<file path="src/rtl/core/recm_pkg.sv">
`timescale 1ns / 1ps
package recm_pkg;

  localparam int IDX_W    = 10;
  localparam int CNT_W    = 8;
  localparam int POS_W    = 24;
  localparam int CHAN_W   = 8;
  localparam int WEIGHT_W = 17;
  localparam int RAD_W    = 64;
  localparam int ROOT_W   = 32;
  localparam int ADDR_W   = 5;
  localparam int DATA_W   = 32;

  localparam int DEF_INDEX_BITS = 10;
  localparam int DEF_COUNT_BITS = 8;

  localparam int SQRT_STAGES = ROOT_W;
  localparam int DIV_STAGES  = WEIGHT_W;
  localparam int TAIL        = SQRT_STAGES + 1 + DIV_STAGES;

  localparam logic [WEIGHT_W-1:0] ONE_Q16 = 17'd65536;
  localparam logic [CHAN_W-1:0]   SAT_MAX = 8'd255;

  localparam logic [22:0] RST_MAX_RADIUS   = 23'd65536;
  localparam logic [16:0] RST_ATTENUATION  = 17'd65536;
  localparam logic [23:0] RST_COLOR_A      = {8'd217, 8'd102, 8'd0};
  localparam logic [23:0] RST_COLOR_B      = {8'd89, 8'd204, 8'd204};
  localparam logic [10:0] RST_IMAGE_HEIGHT = 11'd1024;

  typedef enum logic [2:0] {
    REG_MAX_RADIUS   = 3'd0,
    REG_ATTENUATION  = 3'd1,
    REG_COLOR_A      = 3'd2,
    REG_COLOR_B      = 3'd3,
    REG_IMAGE_HEIGHT = 3'd4
  } reg_idx_t;

  typedef struct packed {
    logic [IDX_W-1:0]        column;
    logic [IDX_W-1:0]        row;
    logic signed [POS_W-1:0] pos_x;
    logic signed [POS_W-1:0] pos_y;
    logic signed [POS_W-1:0] pos_z;
    logic [CNT_W-1:0]        reflections;
  } ray_t;

  typedef struct packed {
    logic [IDX_W-1:0]  pixel_column;
    logic [IDX_W-1:0]  pixel_row;
    logic [CHAN_W-1:0] red;
    logic [CHAN_W-1:0] green;
    logic [CHAN_W-1:0] blue;
  } pixel_t;

endpackage

</file>
<file path="src/rtl/core/recm_div.sv">
`timescale 1ns / 1ps
module recm_div #(
  parameter int W = 33
) (
  input  logic                          clk,
  input  logic                          en,
  input  logic [W-1:0]                  num,
  input  logic [W-1:0]                  den,
  output logic [recm_pkg::WEIGHT_W-1:0] quo
);
  import recm_pkg::*;

  logic [W-1:0]        rem_q [0:WEIGHT_W];
  logic [W-1:0]        den_q [0:WEIGHT_W];
  logic [WEIGHT_W-1:0] quo_q [0:WEIGHT_W];

  assign rem_q[0] = num;
  assign den_q[0] = den;
  assign quo_q[0] = '0;

  for (genvar j = 0; j < WEIGHT_W; j++) begin : g_stage
    logic [W:0]          cur;
    logic [W-1:0]        rem_r;
    logic [W-1:0]        den_r;
    logic [WEIGHT_W-1:0] quo_r;

    if (j == 0) begin : g_first
      assign cur = {1'b0, rem_q[j]};
    end else begin : g_rest
      assign cur = {rem_q[j], 1'b0};
    end

    always_ff @(posedge clk) begin
      if (en) begin
        den_r <= den_q[j];
        if (cur >= {1'b0, den_q[j]}) begin
          rem_r <= W'(cur - {1'b0, den_q[j]});
          quo_r <= {quo_q[j][WEIGHT_W-2:0], 1'b1};
        end else begin
          rem_r <= cur[W-1:0];
          quo_r <= {quo_q[j][WEIGHT_W-2:0], 1'b0};
        end
      end
    end

    assign rem_q[j+1] = rem_r;
    assign den_q[j+1] = den_r;
    assign quo_q[j+1] = quo_r;
  end

  assign quo = quo_q[WEIGHT_W];
endmodule

</file>
<file path="config.mk">
export PLATFORM = sky130hd
export DESIGN_NAME = recm_div
export DESIGN_NICKNAME = d
export VERILOG_FILES = /design/src/rtl/core/recm_pkg.sv /design/src/rtl/core/recm_div.sv
export SDC_FILE = /design/constraint.sdc
export NUM_CORES = 2
export LEC_CHECK = 0
export ABC_CLOCK_PERIOD_IN_PS = 6200
export BUFFER_PORTS_ARGS = -buffer_cell sky130_fd_sc_hd__buf_2
export CAP_MARGIN = 20
export CORE_UTILIZATION = 50
export DETAILED_ROUTE_END_ITERATION = 8
export PLACE_DENSITY_LB_ADDON = 0.1
export SLEW_MARGIN = 5
export SYNTH_ARGS = -nofsm -noshare
export SYNTH_HDL_FRONTEND = slang
export SYNTH_SLANG_ARGS = --single-unit
</file>
<file path="constraint.sdc">
create_clock -name clk -period 6.2 [get_ports clk]
set_input_delay 1.24 -clock clk [delete_from_list [all_inputs] [get_ports clk]]
set_output_delay 1.24 -clock clk [all_outputs]
set_load 0.1 [all_outputs]
</file>
==> flow_summary.yaml <==
synth:
  synth_top_cell_area_share_pct: 50.8
  synth.cell_area_sq_mm: 0.0714
  synth_edf_count: 1209
  synth_area_leader_cell: "edfxtp_1"
  yosys-top-cells-area: "edfxtp_1 51%, ha_1 9.8%, a21oi_1 4.2%, inv_1 3.6%, mux2_2 3.3%"
  syn_avg_cell_area_sq_um: 11.0
  synth_nets: 7121
  yosys_warnings: 0
  syn_inst: 6477
  seq_area_frac_synth_pct: 50.8
  synthFlopType: "edfxtp_1"
  ys_ff_latch: 1209
  synth_cell_types: 88
  async_flop_share_pct: 0
cts:
  cts_root_buffer: "clkbuf_16"
  cts_buffers: 141
  cts.sinks: 1209
  cts_setup_buffers: 0
  clk_pin_slew_ns: 0.05
  hold_buffers: 0
  cts_tree: "yes"
  cts_buffer_depth: 3
  cts_resized: 0
  ctsHtreeMaxLevel: 4
  clk_latency_ns: 0.79
worst_setup_path:
  critPathMaxStageDelay_ns: 0.70
  endpoint_kind: "register"
  critPathArrivalTime_ns: 5.05
  reg2reg_slack_ns: 1.68
  cp-start-kind: "register"
  slowest_stage: "o41ai_1"
  path_cells: "ha_1 -> nor2b_1 -> o211ai_1 -> a31oi_1 -> o41ai_1 -> o22ai_1 -> a211oi_1 -> o31ai_1 -> a211o_2 -> buf_4 -> mux2_2"
  worstPathRequired_ns: 6.72
  setup.worst_path.class: "register to register"
  path_max_fanout: 37
grt:
  grt_max_degree: 148
  antenna_found_initial: 0
  grt_overflow: 0
  grtUsageTotal_pct: 21.4
  grt_pass1_vias: 49700
  grt_pass1_wl_um: 247000
floorplan:
  rows: 138
  coreArea_sq_mm: 0.142
  die_x_um: 380
  initial_core_util_pct: 50.5
  dieArea_sq_mm: 0.144
  die_h_um: 380
  io_pins: 85
power_and_ir_drop:
  swShare_pct: 37.2
  seqPwrFrac_pct: 32.7
  p_comb_share_pct: 47.7
  p_clk_share_pct: 19.6
  p_per_area_mw_per_mm2: 520
  ir_drop_v: 0.000241
  p_int_mw: 25.7
  leakagePower_nw: 32.6
  switchingPower_mw: 15.2
timing:
  setup-tns-final_ns: 0
  min_period_ns: 4.52
  period_share_pct: 73.0
  clock.fmax_mhz: 221
  setup_violations: 0
  final_max_slew_viol_count: 0
  worstMarginPinSlew_ns: 1.13
  relSlewSlack_pct: 24.6
  final-hold-violation-count: 0
  rsz0062_at_grt: "no"
  skew_ns: 0.0320
  holdWs_ns: 0.413
layout:
  nFillCells: 12100
  layoutNonFillerInstCount: 8606
  layout-drive-gt1-share_pct: 9.41
  layout_common_cells: "1209 x edfxtp_1, 689 x inv_1, 603 x a21oi_1, 560 x ha_1, 403 x nor2_1"
  areaGrowthSynthToFinish_pct: 10.2
  stdcell_area_sq_mm: 0.0787
  final_common_cell: "edfxtp_1"
  utilization_pct: 55.6
  seq_area_sq_mm: 0.0363
  num_antenna_cells: 0
  multi_input_area_sq_mm: 0.0320
  nNetsFinal: 7249
place:
  portBuffers: 84
  place_area_sq_mm: 0.0742
  gp_congestion: 0.976
  dp.cells: 8350
  dpl.hpwl_um: 119000
routing:
  dr.pass1.iters: 7
  detail-route-antenna-nets: 0
  avgViaCountPerCell: 5.56
  wire_per_inst_um: 18.1
  drt-initial-drc-count: 1919
  wl_um: 155000
  vias: 47900
  route.detailed.drc: 0
worst_hold_path:
  hold_path.class: "register to register"
job:
  drv_cap: 0
status:
  status: "finished, final reports clean"
==> routing by layer <==
metal  up-vias  routed length (um)  GRT usage (%)
met1     22400               52700           18.8
met3       542                4160           2.78
li1      24000                   -              -
met5         -                   0              0
met4         0               11800           15.6
met2       914               86700           43.4
==> cell type report <==
cell class	count	area share [%]
sequential	1209	46.1
tap	1890	3.00
clock inverter	86	0.961
inverter	689	3.28
timing repair buffer	136	1.22
clock buffer	168	4.72
multi-input combinational	4428	40.7
==> worst paths after layout <==
path	start	end	cells after the start
worst max-delay path	g_stage[7].rem_r[1]	g_stage[8].rem_r[3]	11
worst min register to register	g_stage[13].quo_r[2]	g_stage[14].quo_r[3]	0
worst max register to register	g_stage[7].rem_r[1]	g_stage[8].rem_r[3]	11
worst min-delay path	g_stage[13].quo_r[2]	g_stage[14].quo_r[3]	0
==> registers in the layout (all words and copies together) (netlist names) <==
| signal | flops |
|---|---|
| g_stage.rem_r | 528 |
| quo | 17 |
| g_stage.den_r | 528 |
| g_stage.quo_r | 136 |
==> Yosys cell counts (14+ instances only) <==
library cell,instances
mux2_4,25
nor2_1,403
buf_2,19
a21oi_1,604
inv_1,689
a211o_1,17
a21boi_0,19
o31ai_1,30
or2_2,25
ha_1,560
nor2b_1,82
fa_1,16
and4_1,22
or3_1,24
nor3_1,64
o21a_1,84
a211oi_1,36
xor2_1,172
o21bai_1,83
a41oi_1,17
nand3_1,103
o21ai_0,376
clkbuf_1,118
xnor2_1,270
o31a_1,21
nor4_1,14
and2_1,34
and3_1,43
a31oi_1,61
edfxtp_1,1209
mux2_2,210
o211ai_1,38
nand2_1,362
a21o_1,267
nand4_1,84
nand2b_1,69
==> per-stage QoR <==
step	total power, mW	setup WS [ns]
2_1_floorplan	28.2	2.26
3_3_place_gp	32.7	1.21
3_5_place_dp	32.9	1.20
4_1_cts	41.1	1.62
5_1_grt	43.8	1.28
6_report	40.9	1.68
==> power groups by stage <==
stage | sequential (mW) | combinational [mW] | clock (mW)
finish | 13.4 | 19.5 | 8.03
global placement | 13.5 | 19.1 | 0
detailed placement | 13.5 | 19.3 | 0
global route | 13.6 | 21.6 | 8.54
floorplan | 13.2 | 15.0 | 0
CTS | 13.4 | 19.5 | 8.27
==> critical path, delay by kind of cell, from the launching register on <==
family	cells	cell delay [ns]
multiplexers	1	0.29
AO/OA/AOI/OAI	7	2.69
buffers and inverters	1	0.33
flip-flops	1	0.39
adder cells (fa/ha/maj)	1	0.38
AND/OR/NAND/NOR	1	0.17
==> logic make-up after synthesis <==
| family | count (synthesis) | share of synthesized area [%] |
|---|---|---|
| DFF | 1209 | 50.8 |
| xor gates and xnor gates | 442 | 5.42 |
| and+or+nand+nor | 1363 | 9.13 |
| muxes | 250 | 4.05 |
| buffers and inverters | 840 | 4.51 |
| adders and majority gates | 576 | 10.3 |
| AOI/OAI and AO/OA | 1797 | 15.8 |
Power figures use the tool's default switching activity.
