$ cat src/rtl/core/recm_pkg.sv
`timescale 1ns / 1ps
package recm_pkg;

  localparam int IDX_W    = 10;
  localparam int CNT_W    = 8;
  localparam int POS_W    = 24;
  localparam int CHAN_W   = 8;
  localparam int WEIGHT_W = 17;
  localparam int RAD_W    = 64;
  localparam int ROOT_W   = 32;
  localparam int ADDR_W   = 5;
  localparam int DATA_W   = 32;

  localparam int DEF_INDEX_BITS = 10;
  localparam int DEF_COUNT_BITS = 8;

  localparam int SQRT_STAGES = ROOT_W;
  localparam int DIV_STAGES  = WEIGHT_W;
  localparam int TAIL        = SQRT_STAGES + 1 + DIV_STAGES;

  localparam logic [WEIGHT_W-1:0] ONE_Q16 = 17'd65536;
  localparam logic [CHAN_W-1:0]   SAT_MAX = 8'd255;

  localparam logic [22:0] RST_MAX_RADIUS   = 23'd65536;
  localparam logic [16:0] RST_ATTENUATION  = 17'd65536;
  localparam logic [23:0] RST_COLOR_A      = {8'd217, 8'd102, 8'd0};
  localparam logic [23:0] RST_COLOR_B      = {8'd89, 8'd204, 8'd204};
  localparam logic [10:0] RST_IMAGE_HEIGHT = 11'd1024;

  typedef enum logic [2:0] {
    REG_MAX_RADIUS   = 3'd0,
    REG_ATTENUATION  = 3'd1,
    REG_COLOR_A      = 3'd2,
    REG_COLOR_B      = 3'd3,
    REG_IMAGE_HEIGHT = 3'd4
  } reg_idx_t;

  typedef struct packed {
    logic [IDX_W-1:0]        column;
    logic [IDX_W-1:0]        row;
    logic signed [POS_W-1:0] pos_x;
    logic signed [POS_W-1:0] pos_y;
    logic signed [POS_W-1:0] pos_z;
    logic [CNT_W-1:0]        reflections;
  } ray_t;

  typedef struct packed {
    logic [IDX_W-1:0]  pixel_column;
    logic [IDX_W-1:0]  pixel_row;
    logic [CHAN_W-1:0] red;
    logic [CHAN_W-1:0] green;
    logic [CHAN_W-1:0] blue;
  } pixel_t;

endpackage

$ cat src/rtl/core/recm_sqrt.sv
`timescale 1ns / 1ps
module recm_sqrt (
  input  logic                       clk,
  input  logic                       en,
  input  logic [recm_pkg::RAD_W-1:0] rad,
  output logic [recm_pkg::ROOT_W-1:0] root
);
  import recm_pkg::*;

  logic [RAD_W-1:0]  rad_q  [0:ROOT_W];
  logic [ROOT_W+1:0] rem_q  [0:ROOT_W];
  logic [ROOT_W-1:0] root_q [0:ROOT_W];

  assign rad_q[0]  = rad;
  assign rem_q[0]  = '0;
  assign root_q[0] = '0;

  for (genvar k = 0; k < ROOT_W; k++) begin : g_stage
    logic [ROOT_W+3:0] cur;
    logic [ROOT_W+3:0] trial;
    logic [RAD_W-1:0]  rad_r;
    logic [ROOT_W+1:0] rem_r;
    logic [ROOT_W-1:0] root_r;

    assign cur   = {rem_q[k], rad_q[k][RAD_W-1 -: 2]};
    assign trial = {2'b00, root_q[k], 2'b01};

    always_ff @(posedge clk) begin
      if (en) begin
        rad_r <= rad_q[k] << 2;
        if (cur >= trial) begin
          rem_r  <= (ROOT_W+2)'(cur - trial);
          root_r <= {root_q[k][ROOT_W-2:0], 1'b1};
        end else begin
          rem_r  <= cur[ROOT_W+1:0];
          root_r <= {root_q[k][ROOT_W-2:0], 1'b0};
        end
      end
    end

    assign rad_q[k+1]  = rad_r;
    assign rem_q[k+1]  = rem_r;
    assign root_q[k+1] = root_r;
  end

  assign root = root_q[ROOT_W];
endmodule

$ cat config.mk
export PLATFORM = sky130hd
export DESIGN_NAME = recm_sqrt
export DESIGN_NICKNAME = d
export VERILOG_FILES = /design/src/rtl/core/recm_pkg.sv /design/src/rtl/core/recm_sqrt.sv
export SDC_FILE = /design/constraint.sdc
export NUM_CORES = 2
export LEC_CHECK = 0
export BUFFER_PORTS_ARGS = -buffer_cell sky130_fd_sc_hd__buf_2
export CORE_MARGIN = 3
export CORE_UTILIZATION = 25
export CTS_CLUSTER_SIZE = 14
export DETAILED_ROUTE_END_ITERATION = 10
export GPL_TIMING_DRIVEN = 1
export PLACE_DENSITY = 0.48
export RECOVER_POWER = 50
export SYNTH_ARGS = -nofsm -noshare
export SYNTH_HDL_FRONTEND = slang
export SYNTH_SLANG_ARGS = --single-unit
$ cat constraint.sdc
create_clock -name clk -period 5.93 [get_ports clk]
set_clock_uncertainty 0.2 [all_clocks]
set_input_delay 0 -clock clk [delete_from_list [all_inputs] [get_ports clk]]
set_output_delay 0 -clock clk [all_outputs]
set_load 0.02 [all_outputs]
==> reports/qor.yml <==
outcome:
  status: "finished with violations"
  violations: "capacitance limit, slew limit"
timing:
  period_share_pct: 82.05
  fmax_mhz: 205.5
  timing.setup.tns_ns: 0
  setup_viol: 0
  fin_crit_ns: 4.865
  worst_pin_slew_ns: 3.282
  relSlewSlack_pct: -118.8
  whs_ns: 0.1111
  drv_slew: 329
  rsz0062_at_grt: "no"
  finalHoldViolations: 0
critical_path:
  cp.arrival_ns: 5.11
  r2r_setup_slack_ns: 1.44
  crit_family: "buffers and inverters"
  worst-setup-path-type: "input port to flip-flop"
  cp-start-kind: "input port"
  worst_setup_path_end_kind: "flip-flop"
  cp_max_fo: 108
  crit_end: "g_stage[1].rad_r[11]$_DFFE_PP_"
  r2r-start: "g_stage[6].rem_r[10]$_DFFE_PP_"
  crit_top_cell: "dlygate4sd3_1"
  critical_path_depth: 4
  cpMaxStageDelayCell: "clkbuf_2"
  cp.required_ns: 6.18
  critPathBufInv: 4
  max_stage_delay_ns: 2.21
  crit_chain: "dlygate4sd3_1 -> dlygate4sd3_1 -> clkbuf_2 -> clkbuf_4"
  reg2reg_to: "g_stage[7].rem_r[33]$_DFFE_PP_"
  r2r_cells: 10
  crit_path_start: "en"
clocking:
  h-tree-depth: 5
  cts-root-buf: "clkbuf_16"
  hold_buffers: 135
  cts.path.max_buffers: 4
  cts_tree: "built"
  clock_latency_ns: 0.93
  cts_resized: 0
  cts_setup_buffers: 0
  clkSinkCount: 2509
  cts_buffers: 304
  clkSlewWorstSetupHoldPaths_ns: 0.06
yosys:
  synthSimpleGateAreaFrac_pct: 10.15
  ys_seq_elements: 2509
  async_flop_share_pct: 0
  seq_area_frac_synth_pct: 64.29
  synth_xor_area_share_pct: 6.188
  synth_edf_count: 2509
  syn_nets: 9777
  synth_adder_area_share_pct: 6.032
  synth_ff_type: "edfxtp_1"
  synth_top_family_by_area: "simple AND/OR/NAND/NOR gates"
  syn_avg_cell_area_sq_um: 12.81
  synth_cell_types: 93
  synth_cells: 9146
  netlist_area_sq_mm: 0.1172
  synth_mux_area_share_pct: 0.5402
  synth_compound_area_share_pct: 9.864
  yosysWarnings: 0
power_and_ir_drop:
  p_leak_nw: 50.25
  ir_drop_mv: 0.2461
  power.total_w: 0.05270
  p_per_area_mw_per_mm2: 385.8
run:
  drv_cap: 6
die:
  die-area_sq_mm: 0.4771
  start_util_pct: 25.20
  floorplan.rows: 250
  pin_count: 98
  die_w_microns: 690.7
  design.core.area_sq_mm: 0.4651
  fp.dieH_microns: 690.7
cells_and_area:
  design_area_sq_mm: 0.1366
  seqCellArea_sq_mm: 0.07534
  final_cell_mix: "edfxtp_1 (2509), inv_1 (702), nand2_1 (702)"
  finalNetCount: 10180
  final_common_cell: "edfxtp_1"
  n_fill_cell: 47060
  multiInputGateArea_sq_mm: 0.03854
  layout-drive-gt1-share_pct: 7.065
  final_cells: 15960
  area_growth_pct: 16.53
placement:
  postPlaceCellArea_sq_mm: 0.1255
  port_buffers: 97
  routabilityCongestion: 0.8620
  place_inst: 15280
  dp_hpwl_mm: 176.3
routing:
  via_count: 69280
  avgViaCountPerCell: 4.341
  drt_iter0_drc: 4242
  wl_per_cell_microns: 15.58
  postRouteAntennaNets: 0
  drtPass1Iterations: 8
  wl_mm: 248.7
  drc: 0
global_routing:
  grt_pass1_wl_mm: 393.2
  grt_start_max_net_pins: 167
  track_usage_pct: 10.11
  overflow: 0
  antenna_found_initial: 4
  grt_pass1_vias: 70040
min_path:
  hold_path.class: "input port to flip-flop"
  worstHoldPathCells: 3
## flip-flops by register name, summed over array words and instances (netlist names)
signal	flops
g_stage.rad_r	992
g_stage.rem_r	989
g_stage.root_r	496
root	32
## report_power, final
part	total, W	switching (W)	internal, W
Sequential	0.0239	0.00145	0.0225
Combinational	0.0104	0.00609	0.00428
Clock	0.0184	0.00751	0.0109
Total	0.0527	0.0150	0.0377
## logic make-up (layout without fill, tap and decap cells)
logic type,after synthesis,after routing
DFF,2509,2509
other,1,5
and+or+nand+nor,2391,2391
AOI/OAI and AO/OA,1887,1887
xor gates and xnor gates,828,828
buffers and inverters,907,1542
muxes,58,58
adders and majority gates,565,565
## synth_stat cells (all sizes together) (45+ instances only)
| library cell | n | area (sq um) |
|---|---|---|
| or2 | 48 | 300.3 |
| nand2b | 108 | 675.7 |
| a21oi | 522 | 2613 |
| nand2 | 702 | 2635 |
| nor2b | 80 | 500.5 |
| nand4 | 95 | 594.3 |
| nor2 | 499 | 1873 |
| or4 | 66 | 510.5 |
| xnor2 | 407 | 3565 |
| o31ai | 69 | 518.0 |
| o21bai | 45 | 337.8 |
| nand3 | 152 | 775.8 |
| or3 | 99 | 625.6 |
| ha | 565 | 7069 |
| inv | 703 | 2639 |
| clkbuf | 169 | 634.4 |
| o21a | 96 | 720.7 |
| xor2 | 421 | 3687 |
| a211oi | 56 | 425.4 |
| edfxtp | 2509 | 75340 |
| a21o | 235 | 1764 |
| o21ai | 594 | 2973 |
| nor4 | 121 | 769.5 |
| nor3 | 224 | 1132 |
## stage by stage
stage               utilization (%)  setup WS, ns
floorplan                         -         2.359
global placement              26.98         1.470
detailed placement            26.98         1.513
CTS                           29.38         1.487
global route                  29.36        0.6426
finish                        29.36         1.065
## layer usage
layer | vias to the layer above | global-route usage [%] | routed length (microns)
met5 | - | 0 | 0
li1 | 34680 | - | -
met3 | 535 | 1.489 | 8886
met2 | 1113 | 18.01 | 123500
met1 | 32960 | 12.20 | 106200
met4 | 0 | 4.063 | 10100
## final cells by class
type / instances / share of cell area [%]
multi-input cells: 5730 / 28.22
clock inverters: 169 / 1.396
repair buffers: 298 / 1.804
clock buffers: 370 / 5.814
inverters: 705 / 1.938
well taps: 6174 / 5.656
diodes: 4 / 0.007329
flip-flops and latches: 2509 / 55.17
## worst reg2reg max path, stage by stage, from the launching register on
cell and delay, ns:
edfxtp_1 0.44, nor4_1 0.39, or4b_2 0.68, or4_1 0.62, or2_2 0.44, nor3_1 0.36, nand2b_1 0.11, buf_4 0.22
nand3_1 0.48, nor3_1 0.13, xor2_1 0.17
## how the worst min path moves through the flow
| stage | end | startpoint |
|---|---|---|
| global placement | g_stage[0].rad_r[34]$_DFFE_PP_ | rad[32] |
| CTS | g_stage[0].rad_r[56]$_DFFE_PP_ | rad[54] |
| global route | g_stage[0].rad_r[58]$_DFFE_PP_ | rad[56] |
| finish | g_stage[0].rad_r[22]$_DFFE_PP_ | rad[20] |
| floorplan | g_stage[0].rad_r[10]$_DFFE_PP_ | rad[8] |
| detailed placement | g_stage[0].rad_r[34]$_DFFE_PP_ | rad[32] |
No activity file was read; power rests on OpenSTA's default activity.
